[config.mk]
export PLATFORM = sky130hd
export DESIGN_NAME = cav_cell
export DESIGN_NICKNAME = d
export VERILOG_FILES = /design/src/cav_pkg.sv /design/src/cav_cell.sv
export SDC_FILE = /design/constraint.sdc
export NUM_CORES = 1
export LEC_CHECK = 0
export BUFFER_PORTS_ARGS = -buffer_cell sky130_fd_sc_hd__buf_2
export CAP_MARGIN = 20
export CORE_ASPECT_RATIO = 0.8
export CORE_MARGIN = 1.5
export CORE_UTILIZATION = 31
export DETAILED_ROUTE_END_ITERATION = 16
export HOLD_SLACK_MARGIN = 0.02
export PLACE_DENSITY_LB_ADDON = 0.3
export SETUP_SLACK_MARGIN = 0.4
export SLEW_MARGIN = 20
export SYNTH_ARGS = -nofsm -noshare
export SYNTH_HDL_FRONTEND = slang
export SYNTH_SLANG_ARGS = --single-unit
export TNS_END_PERCENT = 10
[constraint.sdc]
create_clock -name clock -period 9.2 [get_ports clock]
set_input_delay 0.46 -clock clock [delete_from_list [all_inputs] [get_ports clock]]
set_output_delay 0.46 -clock clock [all_outputs]
set_load 0.05 [all_outputs]
[src/cav_pkg.sv]
// ----------------------------------------------------------------------------
// cav_pkg: shared types and constants of the clockwise angle unit
// Holds the fixed-point formats, the angle constants and the arctangent
// table of the CORDIC vectoring chain.
// ----------------------------------------------------------------------------
package cav_pkg;

   // Scaled coordinates stay below 2^61 in magnitude, including the CORDIC gain.
   localparam int DATA_WIDTH  = 62;
   // Before the CORDIC gain, scaled coordinates stay below 2^SCALE_TOP in magnitude.
   localparam int SCALE_TOP   = 60;
   // Angle accumulator in Q3.29, signed, with headroom for the wrap.
   localparam int ANGLE_WIDTH = 34;
   localparam int RESULT_WIDTH = 32;
   localparam int MAX_CELLS   = 32;

   typedef logic signed [DATA_WIDTH-1:0]  coord_type;
   typedef logic signed [ANGLE_WIDTH-1:0] angle_type;

   localparam angle_type ANG_ZERO     = 34'sd0;
   localparam angle_type ANG_HALF_PI  = 34'sd843314857;
   localparam angle_type ANG_PI       = 34'sd1686629713;
   localparam angle_type ANG_3HALF_PI = 34'sd2529944570;
   localparam angle_type ANG_TWO_PI   = 34'sd3373259426;

   typedef struct packed {
      coord_type x;
      coord_type y;
      angle_type z;
      logic      on_axis;
      angle_type axis_angle;
   } stage_type;

   function automatic angle_type atan_q29(input int unsigned idx);
      angle_type value;
      case (idx)
         0:  value = 34'sd421657428;
         1:  value = 34'sd248918915;
         2:  value = 34'sd131521918;
         3:  value = 34'sd66762579;
         4:  value = 34'sd33510843;
         5:  value = 34'sd16771758;
         6:  value = 34'sd8387925;
         7:  value = 34'sd4194219;
         8:  value = 34'sd2097141;
         9:  value = 34'sd1048575;
         10: value = 34'sd524288;
         11: value = 34'sd262144;
         12: value = 34'sd131072;
         13: value = 34'sd65536;
         14: value = 34'sd32768;
         15: value = 34'sd16384;
         16: value = 34'sd8192;
         17: value = 34'sd4096;
         18: value = 34'sd2048;
         19: value = 34'sd1024;
         20: value = 34'sd512;
         21: value = 34'sd256;
         22: value = 34'sd128;
         23: value = 34'sd64;
         24: value = 34'sd32;
         25: value = 34'sd16;
         26: value = 34'sd8;
         27: value = 34'sd4;
         28: value = 34'sd2;
         29: value = 34'sd1;
         default: value = ANG_ZERO;
      endcase
      return value;
   endfunction

endpackage

[src/cav_cell.sv]
// ----------------------------------------------------------------------------
// cav_cell: one CORDIC vectoring micro-rotation
// Rotates the vector towards the x axis by a fixed arctangent step and
// accumulates the angle turned, then hands the result to the next cell.
// ----------------------------------------------------------------------------
module cav_cell
   import cav_pkg::*;
#(
   parameter int STAGE = 0
) (
   input  logic      clock,
   input  logic      reset,
   input  logic      in_valid,
   output logic      in_ready,
   input  stage_type in_data,
   output logic      out_valid,
   input  logic      out_ready,
   output stage_type out_data
);

   localparam angle_type ATAN_STEP = atan_q29(STAGE);

   logic      valid_ff;
   stage_type data_ff;
   stage_type data_in;
   coord_type dx;
   coord_type dy;

   assign dx = in_data.y >>> STAGE;
   assign dy = in_data.x >>> STAGE;

   always_comb begin
      data_in = in_data;
      if (!in_data.y[DATA_WIDTH-1]) begin
         data_in.x = in_data.x + dx;
         data_in.y = in_data.y - dy;
         data_in.z = in_data.z + ATAN_STEP;
      end else begin
         data_in.x = in_data.x - dx;
         data_in.y = in_data.y + dy;
         data_in.z = in_data.z - ATAN_STEP;
      end
   end

   assign in_ready  = !valid_ff || out_ready;
   assign out_valid = valid_ff;
   assign out_data  = data_ff;

   always_ff @(posedge clock) begin
      if (reset) begin
         valid_ff <= 1'b0;
      end else if (in_ready) begin
         valid_ff <= in_valid;
      end
   end

   always_ff @(posedge clock) begin
      if (in_ready && in_valid) begin
         data_ff <= data_in;
      end
   end

endmodule

* After elaboration in Yosys (flattened, before gate mapping)
Index checks and enable logic that the tools add are counted.
** Word-level totals
- Bits in registers :: 194
- Logic and storage cells :: 15
- Output and inout port bits :: 195
** Operators by class
- Reductions and logical operators :: 3
- Add/subtract/negate cells :: 5
- Mux-type cells :: 1
** Operators by type and width (count)
- 158-bit two-way mux :: 1
- 62-bit subtractor :: 2
- 62-bit adder :: 1
- 34-bit by 30-bit adder with 34-bit output (second input constant) :: 1
- 34-bit by 30-bit subtractor with 34-bit output (second input constant) :: 1
- 1-bit logical AND :: 1
- 1-bit logical NOT :: 1
- 1-bit logical OR :: 1

* Logic depth before layout (Yosys ltp)
- Word-level depth :: 3
- Mapped depth :: 15

* Worst setup path before layout
OpenSTA, ideal clock, no wires.
- Path type :: register to register
- From :: register valid_ff (netlist: out_valid)
- To :: register data_ff (netlist bit out_data[0]) (enable)
- Stages on the path, launching flop included :: 3
- Data required time :: 8.625 ns
- Path slack :: 3.209 ns
- Arrival :: 5.416 ns
- Clock period less this slack :: 5.991 ns
- Library setup time :: 0.575 ns
- Path through :: dfxtp_1 nand2b_1 and2_1
** On the way
- Cells in the longest elaborated chain, start to end :: 3
** Ends and longest elaborated chain
- start: declaration :: line cav_cell.sv:23 : logic valid_ff;
- start signal: assignment :: line cav_cell.sv:53 : valid_ff <= in_valid;
- 1-bit logical NOT :: line cav_cell.sv:45 : assign in_ready = !valid_ff || out_ready;
- 1-bit logical OR :: line cav_cell.sv:45
- via in_ready :: line cav_cell.sv:14 : output logic in_ready,
- 1-bit logical AND :: line cav_cell.sv:58 : if (in_ready && in_valid) begin
- end signal: assignment :: line cav_cell.sv:59 : data_ff <= data_in;
- end: declaration :: line cav_cell.sv:24 : stage_type data_ff;
The timed path passes the listed nets, and every way through them passes these cells.
A chain may end at the register's enable or synchronous reset.

==> flow_summary_export.csv <==
group,metric,value,unit
sta,grt_setup_unrepaired,"no",
routing,wl_met3,6630,microns
global_route,grt_max_degree,77,
clock_network,clkLatencyLatePin,0.50,ns
pwr,p_leak,9.76,nW
clock_network,post_cts_buffers,0,
routing,dr_total_vias,18383,
global_route,grt_pass1_vias,17696,
clock_network,cts_tree,"done",
place,io_buffers,391,
pwr,power_density,162,mW/mm^2
clock_network,cts_buffers,17,
global_route,gr-usage-all-layers,22.5,%
sta,fin_skew,0.0172,ns
hold_path,holdCritStartpoint,"reset",
yosys,avgSynthCellArea,8.59,sq um
job,cap_viol_max_count,0,
die,die_w,279,microns
layout,num-nets-final,2963,
setup_path,critical_path_peak_fanout,15,
yosys,yosysUniqueCellTypes,87,
die,die_area,0.0625,sq mm
routing,antenna_left,0,
layout,area_growth,17.5,%
setup_path,critPathRequiredTime,9.44,ns
layout,final_cells,3330,
clock_network,ctsResizeCount,0,
routing,first_pass_iters,5,
setup_path,arrival,4.69,ns
sta,final_max_slew_viol_count,0,
yosys,netlist_area,0.0189,sq mm
die,chipHeight,224,microns
clock_network,clkTransAtPathRegs,0.09,ns
setup_path,critical_path_class,"in2reg",
run_status,status,"completed",
sta,finalCritPeriodShare,48.4,%
yosys,ys_seq_elements,193,
die,core-area,0.0600,sq mm
global_route,grt_pass1_wl,107000,microns
sta,max_freq,225,MHz
die,pin_count,392,
yosys,synthFlopType,"edfxtp_1",
place,place_congestion,0.969,
yosys,synthesis.nets,2631,
yosys,seq_area_frac_synth,30.6,%
routing,wl_met1,32400,microns
sta,hold_viol,0,
clock_network,clock-sinks,193,
setup_path,timing.rr.start,"out_valid",
routing,routed.top_layer,"met5",
yosys,synth_enable_flop_cells,192,
hold_path,holdPathEnd,"out_valid",
routing,drc,0,
sta,fin_setup_tns,0,ns
place,hpwlAfterDp,58100,microns
setup_path,reg2reg_depth,3,
hold_path,hold-path-cell-count,2,
routing,drt_iter0_markers,1559,
routing,wirelength,72200,microns
layout,drive_gt1_share,18.6,%
die,floorplan.initialDensity,31.5,%
layout,fin_util,37.0,%
routing,wl_met2,31700,microns
yosys,synthCells,2201,
pwr,ir_drop,136,uV
clock_network,cts_root_buffer,"clkbuf_16",
clock_network,cts-hold-fix-buffers,0,
setup_path,reg2reg_to,"out_data[102]",
die,num_rows,80,
global_route,grt.overflow.total,0,
routing,vias_per_cell,5.52,
routing,wl_per_cell,21.7,microns
clock_network,clk_path_buf_depth,2,
global_route,antenna_found_initial,14,
sta,setup_violations,0,
hold_path,hold_class,"in2reg",
clock_network,h-tree-depth,4,
setup_path,endpoint_kind,"flop",
sta,tightest_slew,1.06,ns
place,placed_cells,3293,
yosys,async_reset_ff_share,0,%
sta,slew_headroom,28.5,%
sta,hold-worst-slack,0.101,ns
setup_path,cp-start-kind,"input pin",
setup_path,r2r_setup_slack,6.66,ns
sta,period_needed,4.45,ns
yosys,ys_warn_count,0,
metal layers:
layer / GRT usage [%] / vias up
met5: 0 / -
met3: 5.87 / 88
met1: 31.0 / 8798
met4: 5.75 / 10
li1: - / 8648
met2: 34.6 / 839
state kept, by name, summed over array words and instances, names as in the netlist:
signal,flops
out_data,192
out_valid,1
synthesized netlist by cell type, drive strengths merged (9+ instances only):
| cell | n | area [sq um] |
|---|---|---|
| a211oi | 19 | 148 |
| a21o | 72 | 541 |
| a21oi | 283 | 1420 |
| a311oi | 9 | 85.1 |
| a31oi | 21 | 131 |
| and2 | 13 | 81.3 |
| buf | 30 | 160 |
| clkbuf | 57 | 214 |
| edfxtp | 192 | 5770 |
| ha | 229 | 2870 |
| inv | 199 | 747 |
| mux2i | 26 | 260 |
| nand2 | 120 | 453 |
| nand2b | 17 | 106 |
| nand3 | 30 | 150 |
| nand4 | 33 | 206 |
| nor2 | 179 | 672 |
| nor2b | 26 | 163 |
| nor3 | 39 | 205 |
| nor4 | 23 | 144 |
| o211ai | 18 | 145 |
| o21a | 22 | 165 |
| o21ai | 164 | 821 |
| o21bai | 60 | 450 |
| o31ai | 25 | 193 |
| xnor2 | 130 | 1140 |
| xor2 | 18 | 158 |
cell type report:
| class | count | area [sq um] |
|---|---|---|
| flip-flops and latches | 193 | 5790 |
| clock inverters | 15 | 229 |
| clock buffers | 17 | 425 |
| well taps | 779 | 975 |
| fillers | 6218 | 37700 |
| multi-input cells | 1715 | 12000 |
| diodes | 5 | 12.5 |
| repair buffers | 400 | 2030 |
| inverters | 206 | 779 |
report_power, final:
part	total [mW]	internal [mW]	switching [mW]
combinational	1.59	0.454	1.13
clock	0.856	0.389	0.467
sequential	1.15	1.12	0.0315
total	3.60	1.97	1.63
how the worst max path moves through the flow:
stage,startpoint,end,cells past startpoint
finish,in_data[80],out_data[189],14
CTS,in_data[80],out_data[189],14
detailed placement,in_data[80],out_data[189],14
global placement,in_data[102],out_data[129],13
global route,in_data[102],out_data[129],13
floorplan,out_valid,out_data[0],2
logic make-up (layout without fill, tap and decap cells):
| group | Yosys count | after routing | share of synthesized area (%) |
|---|---|---|---|
| other cells | 0 | 5 | 0 |
| fa+ha+maj | 233 | 233 | 15.6 |
| mux | 26 | 26 | 1.38 |
| xor+xnor | 148 | 148 | 6.86 |
| flops | 193 | 193 | 30.6 |
| simple gates | 520 | 520 | 13.1 |
| compound gates | 788 | 788 | 26.4 |
| buf+inv | 293 | 638 | 6.10 |
critical path: stages:
cell and delay, ns:
buf_2 0.10, inv_1 0.04, ha_1 0.63, nand4_1 0.20, nor3_1 0.32, o21ai_0 0.34
o211a_1 0.36, o41ai_2 0.59, a211oi_1 0.33, o211ai_1 0.38, nand2_1 0.22, o21ai_1 0.33
o221ai_1 0.18, xnor2_1 0.18
metrics by stage:
| stage | cell area (sq um) | setup WS (ns) | total power [mW] |
|---|---|---|---|
| floorplan | 18900 | 3.21 | 2.29 |
| global placement | 21500 | 4.50 | 2.74 |
| detailed placement | 21500 | 4.48 | 2.74 |
| CTS | 22200 | 5.02 | 3.62 |
| global route | 22200 | 4.66 | 3.77 |
| finish | 22200 | 4.75 | 3.60 |
cell usage in the layout (no fill, tap or decap), types with 23 or more instances in the layout:
master and n:
o31ai_1 24, a21oi_1 283, nand3_1 30, buf_2 390, o21bai_1 60, a21o_1 72, nand2_1 119, edfxtp_1 192
inv_1 190, ha_1 229, nor2b_1 26, nor3_1 37, nor4_1 23, xnor2_1 130, nor2_1 179, o21ai_0 152
mux2i_1 26, nand4_1 33
(Power assumes the default switching activity.)
