`src/cav_pkg.sv`:
```
// ----------------------------------------------------------------------------
// cav_pkg: shared types and constants of the clockwise angle unit
// Holds the fixed-point formats, the angle constants and the arctangent
// table of the CORDIC vectoring chain.
// ----------------------------------------------------------------------------
package cav_pkg;

   // Scaled coordinates stay below 2^61 in magnitude, including the CORDIC gain.
   localparam int DATA_WIDTH  = 62;
   // Before the CORDIC gain, scaled coordinates stay below 2^SCALE_TOP in magnitude.
   localparam int SCALE_TOP   = 60;
   // Angle accumulator in Q3.29, signed, with headroom for the wrap.
   localparam int ANGLE_WIDTH = 34;
   localparam int RESULT_WIDTH = 32;
   localparam int MAX_CELLS   = 32;

   typedef logic signed [DATA_WIDTH-1:0]  coord_type;
   typedef logic signed [ANGLE_WIDTH-1:0] angle_type;

   localparam angle_type ANG_ZERO     = 34'sd0;
   localparam angle_type ANG_HALF_PI  = 34'sd843314857;
   localparam angle_type ANG_PI       = 34'sd1686629713;
   localparam angle_type ANG_3HALF_PI = 34'sd2529944570;
   localparam angle_type ANG_TWO_PI   = 34'sd3373259426;

   typedef struct packed {
      coord_type x;
      coord_type y;
      angle_type z;
      logic      on_axis;
      angle_type axis_angle;
   } stage_type;

   function automatic angle_type atan_q29(input int unsigned idx);
      angle_type value;
      case (idx)
         0:  value = 34'sd421657428;
         1:  value = 34'sd248918915;
         2:  value = 34'sd131521918;
         3:  value = 34'sd66762579;
         4:  value = 34'sd33510843;
         5:  value = 34'sd16771758;
         6:  value = 34'sd8387925;
         7:  value = 34'sd4194219;
         8:  value = 34'sd2097141;
         9:  value = 34'sd1048575;
         10: value = 34'sd524288;
         11: value = 34'sd262144;
         12: value = 34'sd131072;
         13: value = 34'sd65536;
         14: value = 34'sd32768;
         15: value = 34'sd16384;
         16: value = 34'sd8192;
         17: value = 34'sd4096;
         18: value = 34'sd2048;
         19: value = 34'sd1024;
         20: value = 34'sd512;
         21: value = 34'sd256;
         22: value = 34'sd128;
         23: value = 34'sd64;
         24: value = 34'sd32;
         25: value = 34'sd16;
         26: value = 34'sd8;
         27: value = 34'sd4;
         28: value = 34'sd2;
         29: value = 34'sd1;
         default: value = ANG_ZERO;
      endcase
      return value;
   endfunction

endpackage

```
`src/cav_prep.sv`:
```
// ----------------------------------------------------------------------------
// cav_prep: input stage of the clockwise angle unit
// Detects vectors on an axis, scales the coordinates and turns vectors in
// the left half-plane into the right half-plane by a quarter turn.
// ----------------------------------------------------------------------------
module cav_prep
   import cav_pkg::*;
#(
   parameter int COORD_WIDTH = 24
) (
   input  logic                          clock,
   input  logic                          reset,
   input  logic                          in_valid,
   output logic                          in_ready,
   input  logic signed [COORD_WIDTH-1:0] in_x,
   input  logic signed [COORD_WIDTH-1:0] in_y,
   output logic                          out_valid,
   input  logic                          out_ready,
   output stage_type                     out_data
);

   localparam int SHIFT = SCALE_TOP - COORD_WIDTH;

   logic      valid_ff;
   stage_type data_ff;
   stage_type data_in;
   coord_type x_scaled;
   coord_type y_scaled;
   logic      x_zero;
   logic      y_zero;

   assign x_scaled = coord_type'(in_x) <<< SHIFT;
   assign y_scaled = coord_type'(in_y) <<< SHIFT;
   assign x_zero   = (in_x == '0);
   assign y_zero   = (in_y == '0);

   always_comb begin
      data_in            = '0;
      data_in.on_axis    = x_zero || y_zero;
      data_in.axis_angle = ANG_ZERO;
      if (x_zero) begin
         if (in_y[COORD_WIDTH-1]) begin
            data_in.axis_angle = ANG_HALF_PI;
         end else if (!y_zero) begin
            data_in.axis_angle = ANG_3HALF_PI;
         end
      end else if (y_zero) begin
         if (in_x[COORD_WIDTH-1]) begin
            data_in.axis_angle = ANG_PI;
         end
      end else if (in_x[COORD_WIDTH-1]) begin
         if (!in_y[COORD_WIDTH-1]) begin
            data_in.x = y_scaled;
            data_in.y = -x_scaled;
            data_in.z = ANG_HALF_PI;
         end else begin
            data_in.x = -y_scaled;
            data_in.y = x_scaled;
            data_in.z = -ANG_HALF_PI;
         end
      end else begin
         data_in.x = x_scaled;
         data_in.y = y_scaled;
      end
   end

   assign in_ready  = !valid_ff || out_ready;
   assign out_valid = valid_ff;
   assign out_data  = data_ff;

   always_ff @(posedge clock) begin
      if (reset) begin
         valid_ff <= 1'b0;
      end else if (in_ready) begin
         valid_ff <= in_valid;
      end
   end

   always_ff @(posedge clock) begin
      if (in_ready && in_valid) begin
         data_ff <= data_in;
      end
   end

endmodule

```
`config.mk`:
```
export PLATFORM = sky130hd
export DESIGN_NAME = cav_prep
export DESIGN_NICKNAME = d
export VERILOG_FILES = /design/src/cav_pkg.sv /design/src/cav_prep.sv
export SDC_FILE = /design/constraint.sdc
export NUM_CORES = 1
export LEC_CHECK = 0
export BUFFER_PORTS_ARGS = -buffer_cell sky130_fd_sc_hd__buf_2
export CELL_PAD_IN_SITES_DETAIL_PLACEMENT = 0
export CELL_PAD_IN_SITES_GLOBAL_PLACEMENT = 1
export CORE_MARGIN = 3
export CORE_UTILIZATION = 34
export CTS_BUF_LIST = sky130_fd_sc_hd__clkbuf_8
export CTS_CLUSTER_SIZE = 24
export DETAILED_ROUTE_END_ITERATION = 16
export GPL_TIMING_DRIVEN = 0
export PLACE_DENSITY_LB_ADDON = 0.1
export SLEW_MARGIN = 20
export SYNTH_ARGS = -nofsm -noshare
export SYNTH_HDL_FRONTEND = slang
export SYNTH_SLANG_ARGS = --single-unit
```
`constraint.sdc`:
```
create_clock -name clock -period 3.2 [get_ports clock]
set_input_delay 0.64 -clock clock [delete_from_list [all_inputs] [get_ports clock]]
set_output_delay 0.64 -clock clock [all_outputs]
set_load 0.005 [all_outputs]
```
Word level (Yosys, flattened, before mapping):

Index checks and enable logic that the tools add are counted.

* reduce and logical (&&, ||, !) cells: 10
* muxes and demuxes: 7
* $add $sub $neg: 2
* bitwise logic cells: 2

Operator list (count)
* 155-bit two-way mux: 1
* 60-bit negation with 62-bit output: 2
* 121-bit two-way mux: 1
* 32-bit two-way mux: 2
* 31-bit two-way mux: 2
* 24-bit zero test: 2
* 34-bit two-way mux: 1
* 4-bit OR reduction: 2
* 3-bit OR reduction: 1
* 1-bit logical OR: 2
* 1-bit NOT: 2
* 2-bit OR reduction: 1
* 1-bit logical AND: 1
* 1-bit zero test: 1

* input port bits: 52
* register bits: 194
* logic and storage cells: 29

Longest topological paths before layout:

* word-level depth: 4
* depth in mapped cells: 9

Least setup slack after synthesis:

OpenSTA, ideal clock, no wires.

* kind: in2reg
* from: input port out_ready
* to: register data_ff, in the netlist out_data[105] (enable)
* stages on the path: 2
* buffers on the path: 0
* slack: 459 ps
* arrival: 2312 ps
* data required time: 2771 ps
* cell sequence: nand2b_1 > and2_1

* longest elaborated chain between the ends: 2

Ends and longest elaborated chain
* start: declaration: RTL line cav_prep.sv:18 `input logic out_ready,`
* 1-bit logical OR: RTL line cav_prep.sv:67 `assign in_ready = !valid_ff || out_ready;`
* 1-bit logical AND: RTL line cav_prep.sv:80 `if (in_ready && in_valid) begin`
* end signal: assignment: RTL line cav_prep.sv:81 `data_ff <= data_in;`
* end: declaration: RTL line cav_prep.sv:25 `stage_type data_ff;`

Every way passes these cells.
A chain may end at the register's enable or synchronous reset.

Worst setup path in the final report:

* from: input port in_x[2]
* to: register data_ff, in the netlist out_data[188] (data pin)

* longest elaborated chain between the ends: 2

Ends and longest elaborated chain
* start: declaration: RTL line cav_prep.sv:15 `input logic signed [COORD_WIDTH-1:0] in_x,`
* 24-bit zero test: RTL line cav_prep.sv:34 `assign x_zero = (in_x == '0);`
* 2-bit OR reduction (no source line)

Every way passes these cells.

==> results.toml <==
[status]
status = "finished, final reports clean"

[floorplanning]
io_pins = 247
dieArea_sq_mm = 0.0161
die_w_microns = 127
initial_core_util_pct = 35.3
die_y_microns = 127
fp-row-count = 43
core_area_sq_mm = 0.0141

[sta]
timing.final.ws_setup_ps = 199
rsz0062_at_grt = "no"
fin_skew_ps = 5.94
finalSetupViolCount = 0
fin_crit_ps = 3000
fmax_mhz = 333
slew_headroom_pct = 46.4
finalMaxSlewViolations = 0
holdWs_ps = 431
fin_crit_sh_pct = 93.8
worst_pin_slew_ps = 804
finalHoldViolCount = 0
fin_setup_tns_ps = 0

[power_and_ir_drop]
powerDensity_mw_per_mm2 = 355
p_sw_uw = 643
peakVddDrop_mv = 0.186
p_int_mw = 1.68
p_sw_share_pct = 27.6
leakage_nw = 3.13
combinationalPowerShare_pct = 24.9
clkPwrFrac_pct = 30.6
sequentialPowerShare_pct = 44.5

[critical_path]
critical_path_required_ps = 3290
r2r_setup_slack_ps = 1750
ff2ff_path_depth = 3
critPathKind = "primary input to register"
worstPathMaxFanout = 10
start_kind = "primary input"
r2r_start = "out_valid$_SDFFE_PP0N_"
rr_endpoint = "out_data[19]$_SDFFCE_PN0P_"
cp.arrival_ps = 3090
end_kind = "register"
cp-startpoint = "in_x[2]"

[synth]
synth_edf_count = 64
ys_ff_latch = 65
syn-cell-area_sq_mm = 0.00497
syn_area_per_cell_sq_um = 9.13
ys_seq_area_share_pct = 39.0
ys_types = 60
ys.flop_type = "edfxtp_1"
yosysWarnings = 0
synthArstFlopShare_pct = 0
syn_inst = 545

[cts]
cts_buffers = 9
clock-sinks = 65
cts-root-buf = "clkbuf_8"
cts_setup_buffers = 0
h-tree-depth = 3
ctsLongestPathBuffers = 2
clk_transition_reported_paths_ps = 70
tritoncts = "built"
clkLatencyLatePin_ps = 360

[route]
dr.pass1.iters = 5
dr_total_vias = 4583
wire_per_inst_microns = 16.2
drtAntennaViolNets = 0
drc = 0
viasPerCell = 4.65
drtIter0Drc = 262
wl_microns = 15900

[grt]
grt_pass1_wl_microns = 24300
overflow = 0
grt_max_degree = 37
antenna_found_initial = 0
grt_pass1_vias = 4375
track_usage_pct = 19.3

[flow_run]
drv_cap = 0

[hold_path]
hold_depth = 2
hold_path_end = "out_valid$_SDFFE_PP0N_"
hp-start = "reset"
min_path_type = "primary input to register"

[placed_design]
dp_hpwl_microns = 12400
portBuffers = 163
postPlaceCellArea_sq_mm = 0.00634
place_ws_ps = -270
place.gp.congestion = 0.899

[finish]
antenna_cells = 0
final_common_cell = "buf_2"
design_area_sq_mm = 0.00654
num-nets-final = 854
fill_cells = 1435
drive_above_1_share_pct = 40.7
layout_common_cells = "buf_2 (167), buf_4 (133), conb_1 (81), nor2_1 (74), edfxtp_1 (64)"
area_growth_pct = 31.5
## synthesized netlist by cell type, types with 2 or more instances
library cell	instances	area [sq um]
a211oi_1	14	105
a21oi_1	26	130
a311oi_1	3	26.3
a31oi_1	14	87.6
and3_1	5	31.3
and4b_1	2	20.0
buf_1	2	7.51
buf_2	4	20.0
buf_4	133	998
clkbuf_1	18	67.6
edfxtp_1	64	1920
ha_1	2	25.0
inv_1	11	41.3
mux2i_1	9	90.1
nand2_1	17	63.8
nand2b_1	3	18.8
nand3_1	5	25.0
nand4_1	5	31.3
nor2_1	74	278
nor2b_1	5	31.3
nor3_1	30	150
nor3_2	2	20.0
nor4_1	5	31.3
nor4_2	2	25.0
nor4b_1	2	17.5
o21a_1	2	15.0
o21ai_0	12	60.1
o22ai_1	2	12.5
o31a_1	3	26.3
o31ai_1	7	52.6
o41ai_1	2	17.5
or2_2	2	12.5
or3_1	4	25.0
or4_1	3	22.5
or4_4	2	22.5
xnor2_1	17	149
xor2_1	9	78.8
## power groups by stage
stage / registers, mW / logic (mW) / clock network (mW)
detailed placement: 1.05 / 0.572 / 0
global placement: 1.06 / 0.567 / 0
floorplan: 1.06 / 0.335 / 0
finish: 1.04 / 0.578 / 0.712
global route: 1.04 / 0.641 / 0.772
CTS: 1.04 / 0.576 / 0.731
## per-stage QoR
step,power (mW),util [%],cells
after floorplan,1.40,-,625
after global placement,1.62,44.8,968
after detailed placement,1.63,45.0,969
after CTS,2.34,46.4,985
after global routing,2.45,46.4,985
final,2.33,46.4,985
## final cells by class
| cell class | count | area, sq um | area share, % |
|---|---|---|---|
| multi-input cells | 390 | 2190 | 33.5 |
| repair buffers | 164 | 836 | 12.8 |
| inverters | 12 | 45.0 | 0.688 |
| well taps | 180 | 225 | 3.44 |
| plain buffers | 158 | 1100 | 16.9 |
| clock buffers | 11 | 151 | 2.31 |
| clock inverters | 5 | 47.5 | 0.727 |
| flip-flops and latches | 65 | 1940 | 29.7 |
## per-layer routing
layer	track usage [%]	routed length, microns
met5	0	0
met4	5.68	264
met3	4.04	1260
met2	31.9	7520
met1	25.6	6870
## state kept, by name (all words and copies together) (netlist names)
register / flops
out_data: 64
out_valid: 1
## worst max-delay path: stages
cell and delay, ps:
buf_2 150, nor4_2 640, and4b_1 290, buf_2 240
nand3_1 330, nand2b_1 160, buf_2 270, buf_4 270
nor2_1 90
## how the worst max path moves through the flow
| stage | end | slack (ps) | cells past startpoint |
|---|---|---|---|
| floorplan | out_data[105]$_SDFFCE_PP0P_ | 460 | 2 |
| global placement | out_data[123]$_SDFFCE_PP0P_ | -310 | 8 |
| detailed placement | out_data[123]$_SDFFCE_PP0P_ | -270 | 10 |
| CTS | out_data[123]$_SDFFCE_PP0P_ | 90 | 10 |
| global route | out_data[128]$_SDFFCE_PP0P_ | 30 | 8 |
| finish | out_data[188]$_SDFFCE_PP0P_ | 200 | 9 |
## timing repair
action	CTS	global route
hold buffers	0	0
gates resized for setup	0	1
setup endpoints to repair	0	38
## cell families (layout without fill, tap and decap cells)
kind of cell	after synthesis	count (layout)	share of synthesized area (%)
buffers and inverters	170	350	23.1
and+or+nand+nor	176	176	18.2
DFF	65	65	39.0
xor gates and xnor gates	26	26	4.58
muxes	9	9	1.81
adders and majority gates	2	2	0.503
AOI/OAI and AO/OA	96	96	12.7
other	1	81	0.0754
No activity file was read; power rests on OpenSTA's default activity.
